File: src/rtl/multi_channel_led_blinker_assert.svh
// Assertion macros shared by the blinker RTL.
`ifndef MULTI_CHANNEL_LED_BLINKER_ASSERT_SVH
`define MULTI_CHANNEL_LED_BLINKER_ASSERT_SVH
`ifndef SYNTHESIS
`define MCLB_ASSERT_IMP(label, clk, rst_n, ante, cons) \
    label: assert property (@(posedge clk) disable iff (!rst_n) (ante) |-> (cons)) \
        else $error("assertion failed");
`define MCLB_ASSERT_NXT(label, clk, rst_n, ante, cons) \
    label: assert property (@(posedge clk) disable iff (!rst_n) (ante) |=> (cons)) \
        else $error("assertion failed");
`else
`define MCLB_ASSERT_IMP(label, clk, rst_n, ante, cons)
`define MCLB_ASSERT_NXT(label, clk, rst_n, ante, cons)
`endif
`endif

File: src/rtl/mclb_pkg.sv
package mclb_pkg;

    localparam int CHANNELS_DEF = 6;
    localparam int OP_W         = 2;
    localparam int CH_W         = 3;
    localparam int MS_W         = 16;
    localparam int PAT_W        = 6;
    localparam int IN_DATA_W    = 40;
    localparam int OUT_DATA_W   = 8;

    localparam logic [OP_W-1:0] OP_TICK  = 2'd0;
    localparam logic [OP_W-1:0] OP_START = 2'd1;
    localparam logic [OP_W-1:0] OP_STOP  = 2'd2;
    localparam logic [OP_W-1:0] OP_SET   = 2'd3;

    localparam logic [MS_W-1:0] MS_MAX        = 16'hffff;
    // even channels lit after reset
    localparam logic [31:0]     EVEN_LIT_MASK = 32'h5555_5555;

    typedef struct packed {
        logic             pins_written;
        logic [PAT_W-1:0] led_pattern;
    } t_result;

endpackage

File: src/rtl/multi_channel_led_blinker.sv
// Six-channel (CHANNELS) LED blink controller. One transaction is accepted per clock
// cycle while tready is high: the channel state is updated in the cycle of acceptance
// and its result goes into a two-entry output buffer: the result register, or the skid
// register while the result register holds an untaken result. Input continues while a
// result waits; tready drops only when both entries hold untaken results. Throughput is
// set by the single pass through the per-channel counter compare logic. Channel state
// and valid flags are in flip-flops cleared by reset, no start-up sweep.
`include "multi_channel_led_blinker_assert.svh"

module multi_channel_led_blinker #(
    parameter int CHANNELS = mclb_pkg::CHANNELS_DEF
) (
    input  logic                             i_clk,
    input  logic                             i_rst_n,
    input  logic                             i_s_axis_tvalid,
    output logic                             o_s_axis_tready,
    // op[1:0], channel[4:2], on_ms[20:5], off_ms[36:21], level[37], zero pad
    input  logic [mclb_pkg::IN_DATA_W-1:0]   i_s_axis_tdata,
    output logic                             o_m_axis_tvalid,
    input  logic                             i_m_axis_tready,
    // led_pattern[5:0], pins_written[6], zero pad
    output logic [mclb_pkg::OUT_DATA_W-1:0]  o_m_axis_tdata
);
    import mclb_pkg::*;

    localparam logic [CHANNELS-1:0] LEVELS_RST = CHANNELS'(EVEN_LIT_MASK);
    localparam logic [5:0]          CH_LIMIT   = 6'(CHANNELS);

    logic [CHANNELS-1:0]           r_levels, n_levels;
    logic [CHANNELS-1:0]           r_active, n_active;
    logic [CHANNELS-1:0][MS_W-1:0] r_lit_dur, n_lit_dur;
    logic [CHANNELS-1:0][MS_W-1:0] r_dark_dur, n_dark_dur;
    logic [CHANNELS-1:0][MS_W-1:0] r_elapsed, n_elapsed;
    logic [CHANNELS-1:0]           r_shown, n_shown;
    logic                          r_shown_valid, n_shown_valid;

    logic                          r_out_valid, r_skid_valid;
    t_result                       r_out, r_skid;
    t_result                       n_result;

    logic                          w_accept;
    logic [OP_W-1:0]               w_op;
    logic [CH_W-1:0]               w_ch;
    logic [MS_W-1:0]               w_on_ms, w_off_ms;
    logic                          w_level;
    logic [CHANNELS-1:0]           w_sel;
    logic [CHANNELS+PAT_W-1:0]     w_lv_pad;

    assign w_op     = i_s_axis_tdata[1:0];
    assign w_ch     = i_s_axis_tdata[4:2];
    assign w_on_ms  = i_s_axis_tdata[20:5];
    assign w_off_ms = i_s_axis_tdata[36:21];
    assign w_level  = i_s_axis_tdata[37];

    assign o_s_axis_tready = !r_skid_valid;
    assign w_accept        = i_s_axis_tvalid && o_s_axis_tready;

    // one-hot channel select, empty for channels beyond the bank
    always_comb begin
        for (int i = 0; i < CHANNELS; i++) begin
            w_sel[i] = ({3'b000, w_ch} == 6'(i)) && ({3'b000, w_ch} < CH_LIMIT);
        end
    end

    always_comb begin
        logic [MS_W-1:0] inc;
        n_levels      = r_levels;
        n_active      = r_active;
        n_lit_dur     = r_lit_dur;
        n_dark_dur    = r_dark_dur;
        n_elapsed     = r_elapsed;
        n_shown       = r_shown;
        n_shown_valid = r_shown_valid;
        n_result.pins_written = 1'b0;
        inc = '0;
        case (w_op)
            OP_TICK: begin
                for (int i = 0; i < CHANNELS; i++) begin
                    inc = (r_elapsed[i] == MS_MAX) ? r_elapsed[i] : r_elapsed[i] + 1'b1;
                    if (r_active[i]) begin
                        n_elapsed[i] = inc;
                        if (r_levels[i] && inc >= r_lit_dur[i]) begin
                            n_levels[i]  = 1'b0;
                            n_elapsed[i] = '0;
                        end else if (!r_levels[i] && inc >= r_dark_dur[i]) begin
                            n_levels[i]  = 1'b1;
                            n_elapsed[i] = '0;
                        end
                    end
                end
                if (!r_shown_valid || r_shown != n_levels) begin
                    n_shown               = n_levels;
                    n_shown_valid         = 1'b1;
                    n_result.pins_written = 1'b1;
                end
            end
            OP_START: begin
                for (int i = 0; i < CHANNELS; i++) begin
                    if (w_sel[i]) begin
                        n_lit_dur[i]  = w_on_ms;
                        n_dark_dur[i] = w_off_ms;
                        n_active[i]   = 1'b1;
                        n_elapsed[i]  = '0;
                        n_levels[i]   = 1'b1;
                    end
                end
            end
            OP_STOP: begin
                n_active = r_active & ~w_sel;
            end
            OP_SET: begin
                n_levels = w_level ? (r_levels | w_sel) : (r_levels & ~w_sel);
            end
            default: begin
                n_levels = r_levels;
            end
        endcase
        w_lv_pad             = {{PAT_W{1'b0}}, n_levels};
        n_result.led_pattern = w_lv_pad[PAT_W-1:0];
    end

    always_ff @(posedge i_clk) begin
        if (!i_rst_n) begin
            r_levels      <= LEVELS_RST;
            r_active      <= '0;
            r_lit_dur     <= '0;
            r_dark_dur    <= '0;
            r_elapsed     <= '0;
            r_shown       <= '0;
            r_shown_valid <= 1'b0;
        end else if (w_accept) begin
            r_levels      <= n_levels;
            r_active      <= n_active;
            r_lit_dur     <= n_lit_dur;
            r_dark_dur    <= n_dark_dur;
            r_elapsed     <= n_elapsed;
            r_shown       <= n_shown;
            r_shown_valid <= n_shown_valid;
        end
    end

    // output register with skid entry
    always_ff @(posedge i_clk) begin
        if (!i_rst_n) begin
            r_out_valid  <= 1'b0;
            r_skid_valid <= 1'b0;
        end else if (!r_out_valid || i_m_axis_tready) begin
            if (r_skid_valid) begin
                r_out_valid  <= 1'b1;
                r_skid_valid <= 1'b0;
            end else begin
                r_out_valid  <= w_accept;
            end
        end else if (w_accept) begin
            r_skid_valid <= 1'b1;
        end
    end

    always_ff @(posedge i_clk) begin
        if (!r_out_valid || i_m_axis_tready) begin
            if (r_skid_valid) begin
                r_out <= r_skid;
            end else if (w_accept) begin
                r_out <= n_result;
            end
        end else if (w_accept) begin
            r_skid <= n_result;
        end
    end

    assign o_m_axis_tvalid = r_out_valid;
    assign o_m_axis_tdata  = {1'b0, r_out};

    `MCLB_ASSERT_IMP(a_skid_behind_out, i_clk, i_rst_n, r_skid_valid, r_out_valid)
    `MCLB_ASSERT_NXT(a_skid_holds, i_clk, i_rst_n, r_skid_valid && !i_m_axis_tready, r_skid_valid)
    `MCLB_ASSERT_NXT(a_tick_syncs_pins, i_clk, i_rst_n, w_accept && w_op == OP_TICK, r_shown_valid && r_shown == r_levels)
    `MCLB_ASSERT_NXT(a_start_lights, i_clk, i_rst_n, w_accept && w_op == OP_START, (r_levels & $past(w_sel)) == $past(w_sel) && (r_active & $past(w_sel)) == $past(w_sel))

endmodule
File: config.mk
export PLATFORM = sky130hd
export DESIGN_NAME = multi_channel_led_blinker
export DESIGN_NICKNAME = d
export VERILOG_FILES = /design/src/rtl/mclb_pkg.sv /design/src/rtl/multi_channel_led_blinker.sv
export VERILOG_INCLUDE_DIRS = /design/src /design/src/rtl
export SDC_FILE = /design/constraint.sdc
export NUM_CORES = 1
export LEC_CHECK = 0
export ABC_AREA = 1
export BUFFER_PORTS_ARGS = -buffer_cell sky130_fd_sc_hd__clkbuf_2
export CAP_MARGIN = 20
export CORE_MARGIN = 10
export CORE_UTILIZATION = 35
export CTS_CLUSTER_SIZE = 25
export DETAILED_ROUTE_END_ITERATION = 8
export GPL_ROUTABILITY_DRIVEN = 0
export GPL_TIMING_DRIVEN = 0
export SYNTH_ARGS = -nofsm -noshare
export SYNTH_HDL_FRONTEND = slang
export SYNTH_SLANG_ARGS = --single-unit
File: constraint.sdc
create_clock -name i_clk -period 4.7 [get_ports i_clk]
set_clock_uncertainty 0.1 [all_clocks]
set_input_delay 0.94 -clock i_clk [delete_from_list [all_inputs] [get_ports i_clk]]
set_output_delay 0.94 -clock i_clk [all_outputs]
set_load 0.1 [all_outputs]
==> impl_summary.txt <==
----------------------------------------------------
[Run status]
  Outcome ... finished clean

[Worst setup path]
  Critical path class ... register to register
  Most common cell type on the critical path ... nand2_1
  Critical Path End ... r_shown[0]
  Launch point of the critical path ... r_elapsed[48]
  Setup slack on the worst flop-to-flop path ... 0.37 ns
  Largest incremental delay on the critical path ... between 0.3 and 0.4 ns
  Kind of launch point of the worst setup path ... register
  Required @ worst endpoint ... 5.05 ns
  Crit-path max FO ... 9
  Signal arrival time at the worst endpoint ... between 4 and 5 ns
  Reg2reg path depth ... 31
  Reg-to-reg critical path startpoint ... r_elapsed[48]
  Reg-to-reg endpoint ... r_shown[0]
  Crit. End Element ... register
  Max stage delay cell, worst path ... dfxtp_1

[Layout]
  Layout cell share with drive strength beyond 1 ... 6.97%
  Number of fillers in the final layout ... approximately 5400
  P&R area growth vs syn ... 13.6%
  Final core utilization ... 40.4%
  Fin nets ... 2967
  Diode count ... 0

[Timing]
  Post-route worst hold slack ... 0.359 ns
  Max-slew headroom at the worst pin ... about a fifth
  Measured slew at the worst slew-check pin ... 1.22 ns
  Top achievable clock speed ... 0.231 GHz
  Sum of negative setup slack ... 0 ns
  Total setup violations reported at the end of the flow ... 0
  Post-layout minimum cycle time ... 4.33 ns
  Final worst path period share ... 92.2%
  Count of final max-slew check failures ... 0
  Final hold violation count ... 0

[Die]
  Io pins ... 54
  X dimension of the die ... 252 um
  Number of standard-cell rows in the floorplan ... 84
  Initial core utilization ... 35.5%
  Height of the die ... 252 um
  Die ar. ... around 63000 sq um
  Core box area ... around 53000 sq um

[Logic synthesis]
  Post-Synthesis Cell Area ... 18800 sq um
  Dominant cells by area after synthesis ... dfxtp_1, ha_1, nand2_1, a21oi_1, inv_1
  Flops & latches, synth ... 323
  Synth unique cells ... 51
  Largest area contributor in the synthesized netlist ... dfxtp_1
  Most instantiated cells after synthesis ... nand2_1, a21oi_1, inv_1
  Share of synthesized flip-flops with an asynchronous set or reset ... 0%
  Count of flip-flops with a built-in enable after synthesis ... 14
  Post-synth net total ... about 2900
  Average instance area after synthesis ... 7.14 sq um
  Most common cell in the netlist ... nand2_1
  Yosys warns ... 0
  Sequential fraction of the synthesis area ... 35.2%
  Synthesized instance count ... 2632
  Yosys top cell area share ... 32.9%
  Main flop type after synthesis ... dfxtp_1

[Clock tree]
  Sink count of the clock tree ... between 300 and 400
  Skew-Pair Late Insertion Delay ... 0.58 ns
  Clock buffer count from CTS ... 39
  H-tree levels ... 2
  Buffers from clock root to sink, at most ... 3
  Clock tree from TritonCTS ... built
  Clock slew at the register clock pins of the worst setup and hold paths ... ~0.06 ns
  CTS Root Buffer Type ... clkbuf_16

[Drt]
  Via count of the routed design ... 17869
  First DRT Iteration DRCs ... 1327
  Vias per Instance ... 5.19
  Iteration count of the initial detailed-routing pass ... 8
  Antenna-violating nets left ... 0
  DR DRC count ... 0
  Final routed wire length divided by cell count ... approximately 18 um
  Detailed-route wire length ... 60800 um

[Global routing]
  First-pass GRT wire length ... 93000 um
  Largest net degree at the start of global routing ... 13
  Via count of the first global-routing pass ... 16677
  Sum of overflow across all layers after global routing ... 0
  Initial antenna violation count ... 8
  Global-route usage over all layers ... 18.7%

[Place]
  Placed wire-length estimate ... 44800 um
  Port Buffers ... 48

[Power]
  Power, Total ... approximately 6.5 mW
  Leakage Power ... 8.79 nW
  Power density over cell area ... 305 nW/um^2
  Max VDD drop ... ~250 uV

[Job]
  Count of max-cap constraint violations ... 0

[Hold path]
  Hold WC Path Type ... register to register

----------------------------------------------------
## through the flow
step	cells	worst slack, ns	cell area, sq um
after global placement	3368	0.141	19900
after floorplan	2632	1.08	18800
final	3444	0.365	21400
after CTS	3440	0.0816	21200
after detailed placement	3368	0.115	19900
after global routing	3444	-0.0459	21400
## metal layers
layer  vias to the layer above  part of all wire [%]  track usage (%)  wire length (um)
met4                        12                   4.2             8.19              2570
met2                       599                    45             30.8             27500
met3                       156                   7.2             3.69              4380
met1                      8236                    43             23.3             26300
li1                       8866                     -                -                 -
met5                         -                  0.13                0                78
## worst max-delay path: cells and delay by family (launching register included)
family	cells	cell delay [ns]
buffers and inverters	5	0.49
AO/OA/AOI/OAI	2	0.35
AND/OR/NAND/NOR	22	2.44
adder cells (fa/ha/maj)	2	0.44
flip-flops	1	0.39
## state kept, by name (all words and copies together), names as in the netlist
name and count:
r_active 6, r_lit_dur 96, r_skid 7, o_m_axis_tvalid 1, r_elapsed 96, r_skid_valid 1
r_shown 6, r_levels 6, o_m_axis_tdata 7, r_shown_valid 1, r_dark_dur 96
## worst min-delay path by stage
stage	from	endpoint	slack [ns]	cells past startpoint
floorplan	r_shown_valid	r_shown_valid	0.33	2
global placement	r_shown_valid	r_shown_valid	0.34	2
detailed placement	r_shown_valid	r_shown_valid	0.34	2
CTS	r_shown_valid	r_shown_valid	0.35	2
global route	r_lit_dur[27]	r_lit_dur[27]	0.38	2
finish	r_dark_dur[88]	r_dark_dur[88]	0.36	2
## final cells by class
cell class | count | area [sq um] | share of cell area, %
tap | 688 | 861 | 4.03
clock buffer | 52 | 1070 | 4.99
buffer | 94 | 387 | 1.81
multi-input combinational | 1820 | 10400 | 48.8
inverter | 395 | 1480 | 6.94
sequential | 323 | 6610 | 30.9
clock inverter | 20 | 253 | 1.18
timing repair buffer | 52 | 283 | 1.32
## placed cells by master, fill, tap and decap left out, types with 14 or more instances in the layout
cell	n
nor3_1	49
clkbuf_16	40
xor2_1	28
xnor2_1	19
dfxtp_1	309
nor2_1	135
clkbuf_1	86
nor4_1	14
edfxtp_1	14
a21oi_1	396
inv_1	383
ha_1	198
nand4_1	30
nand2_1	554
nand3_1	44
o21ai_0	241
clkbuf_2	48
## power by group
group	switching (mW)	internal (mW)	leakage [nW]
Clock	1.26	1.88	0.642
Combinational	0.424	0.123	5.52
Sequential	0.0167	2.80	2.63
## logic make-up (layout without fill, tap and decap cells)
| family | Yosys count | after routing | share of synthesized area, % |
|---|---|---|---|
| AO/OA/AOI/OAI | 695 | 695 | 19.6 |
| XOR/XNOR | 51 | 51 | 2.42 |
| adder cells (fa/ha/maj) | 198 | 198 | 13.2 |
| buffers and inverters | 489 | 613 | 9.95 |
| flip-flops | 323 | 323 | 35.2 |
| other | 1 | 1 | 0.0200 |
| AND/OR/NAND/NOR | 875 | 875 | 19.7 |
## what timing repair did
item                       4_1_cts  5_1_grt
setup endpoints to repair        0       66
hold buffers                     0        0
resized for setup                0       19
setup buffers                    0        4
(Power assumes the default switching activity.)
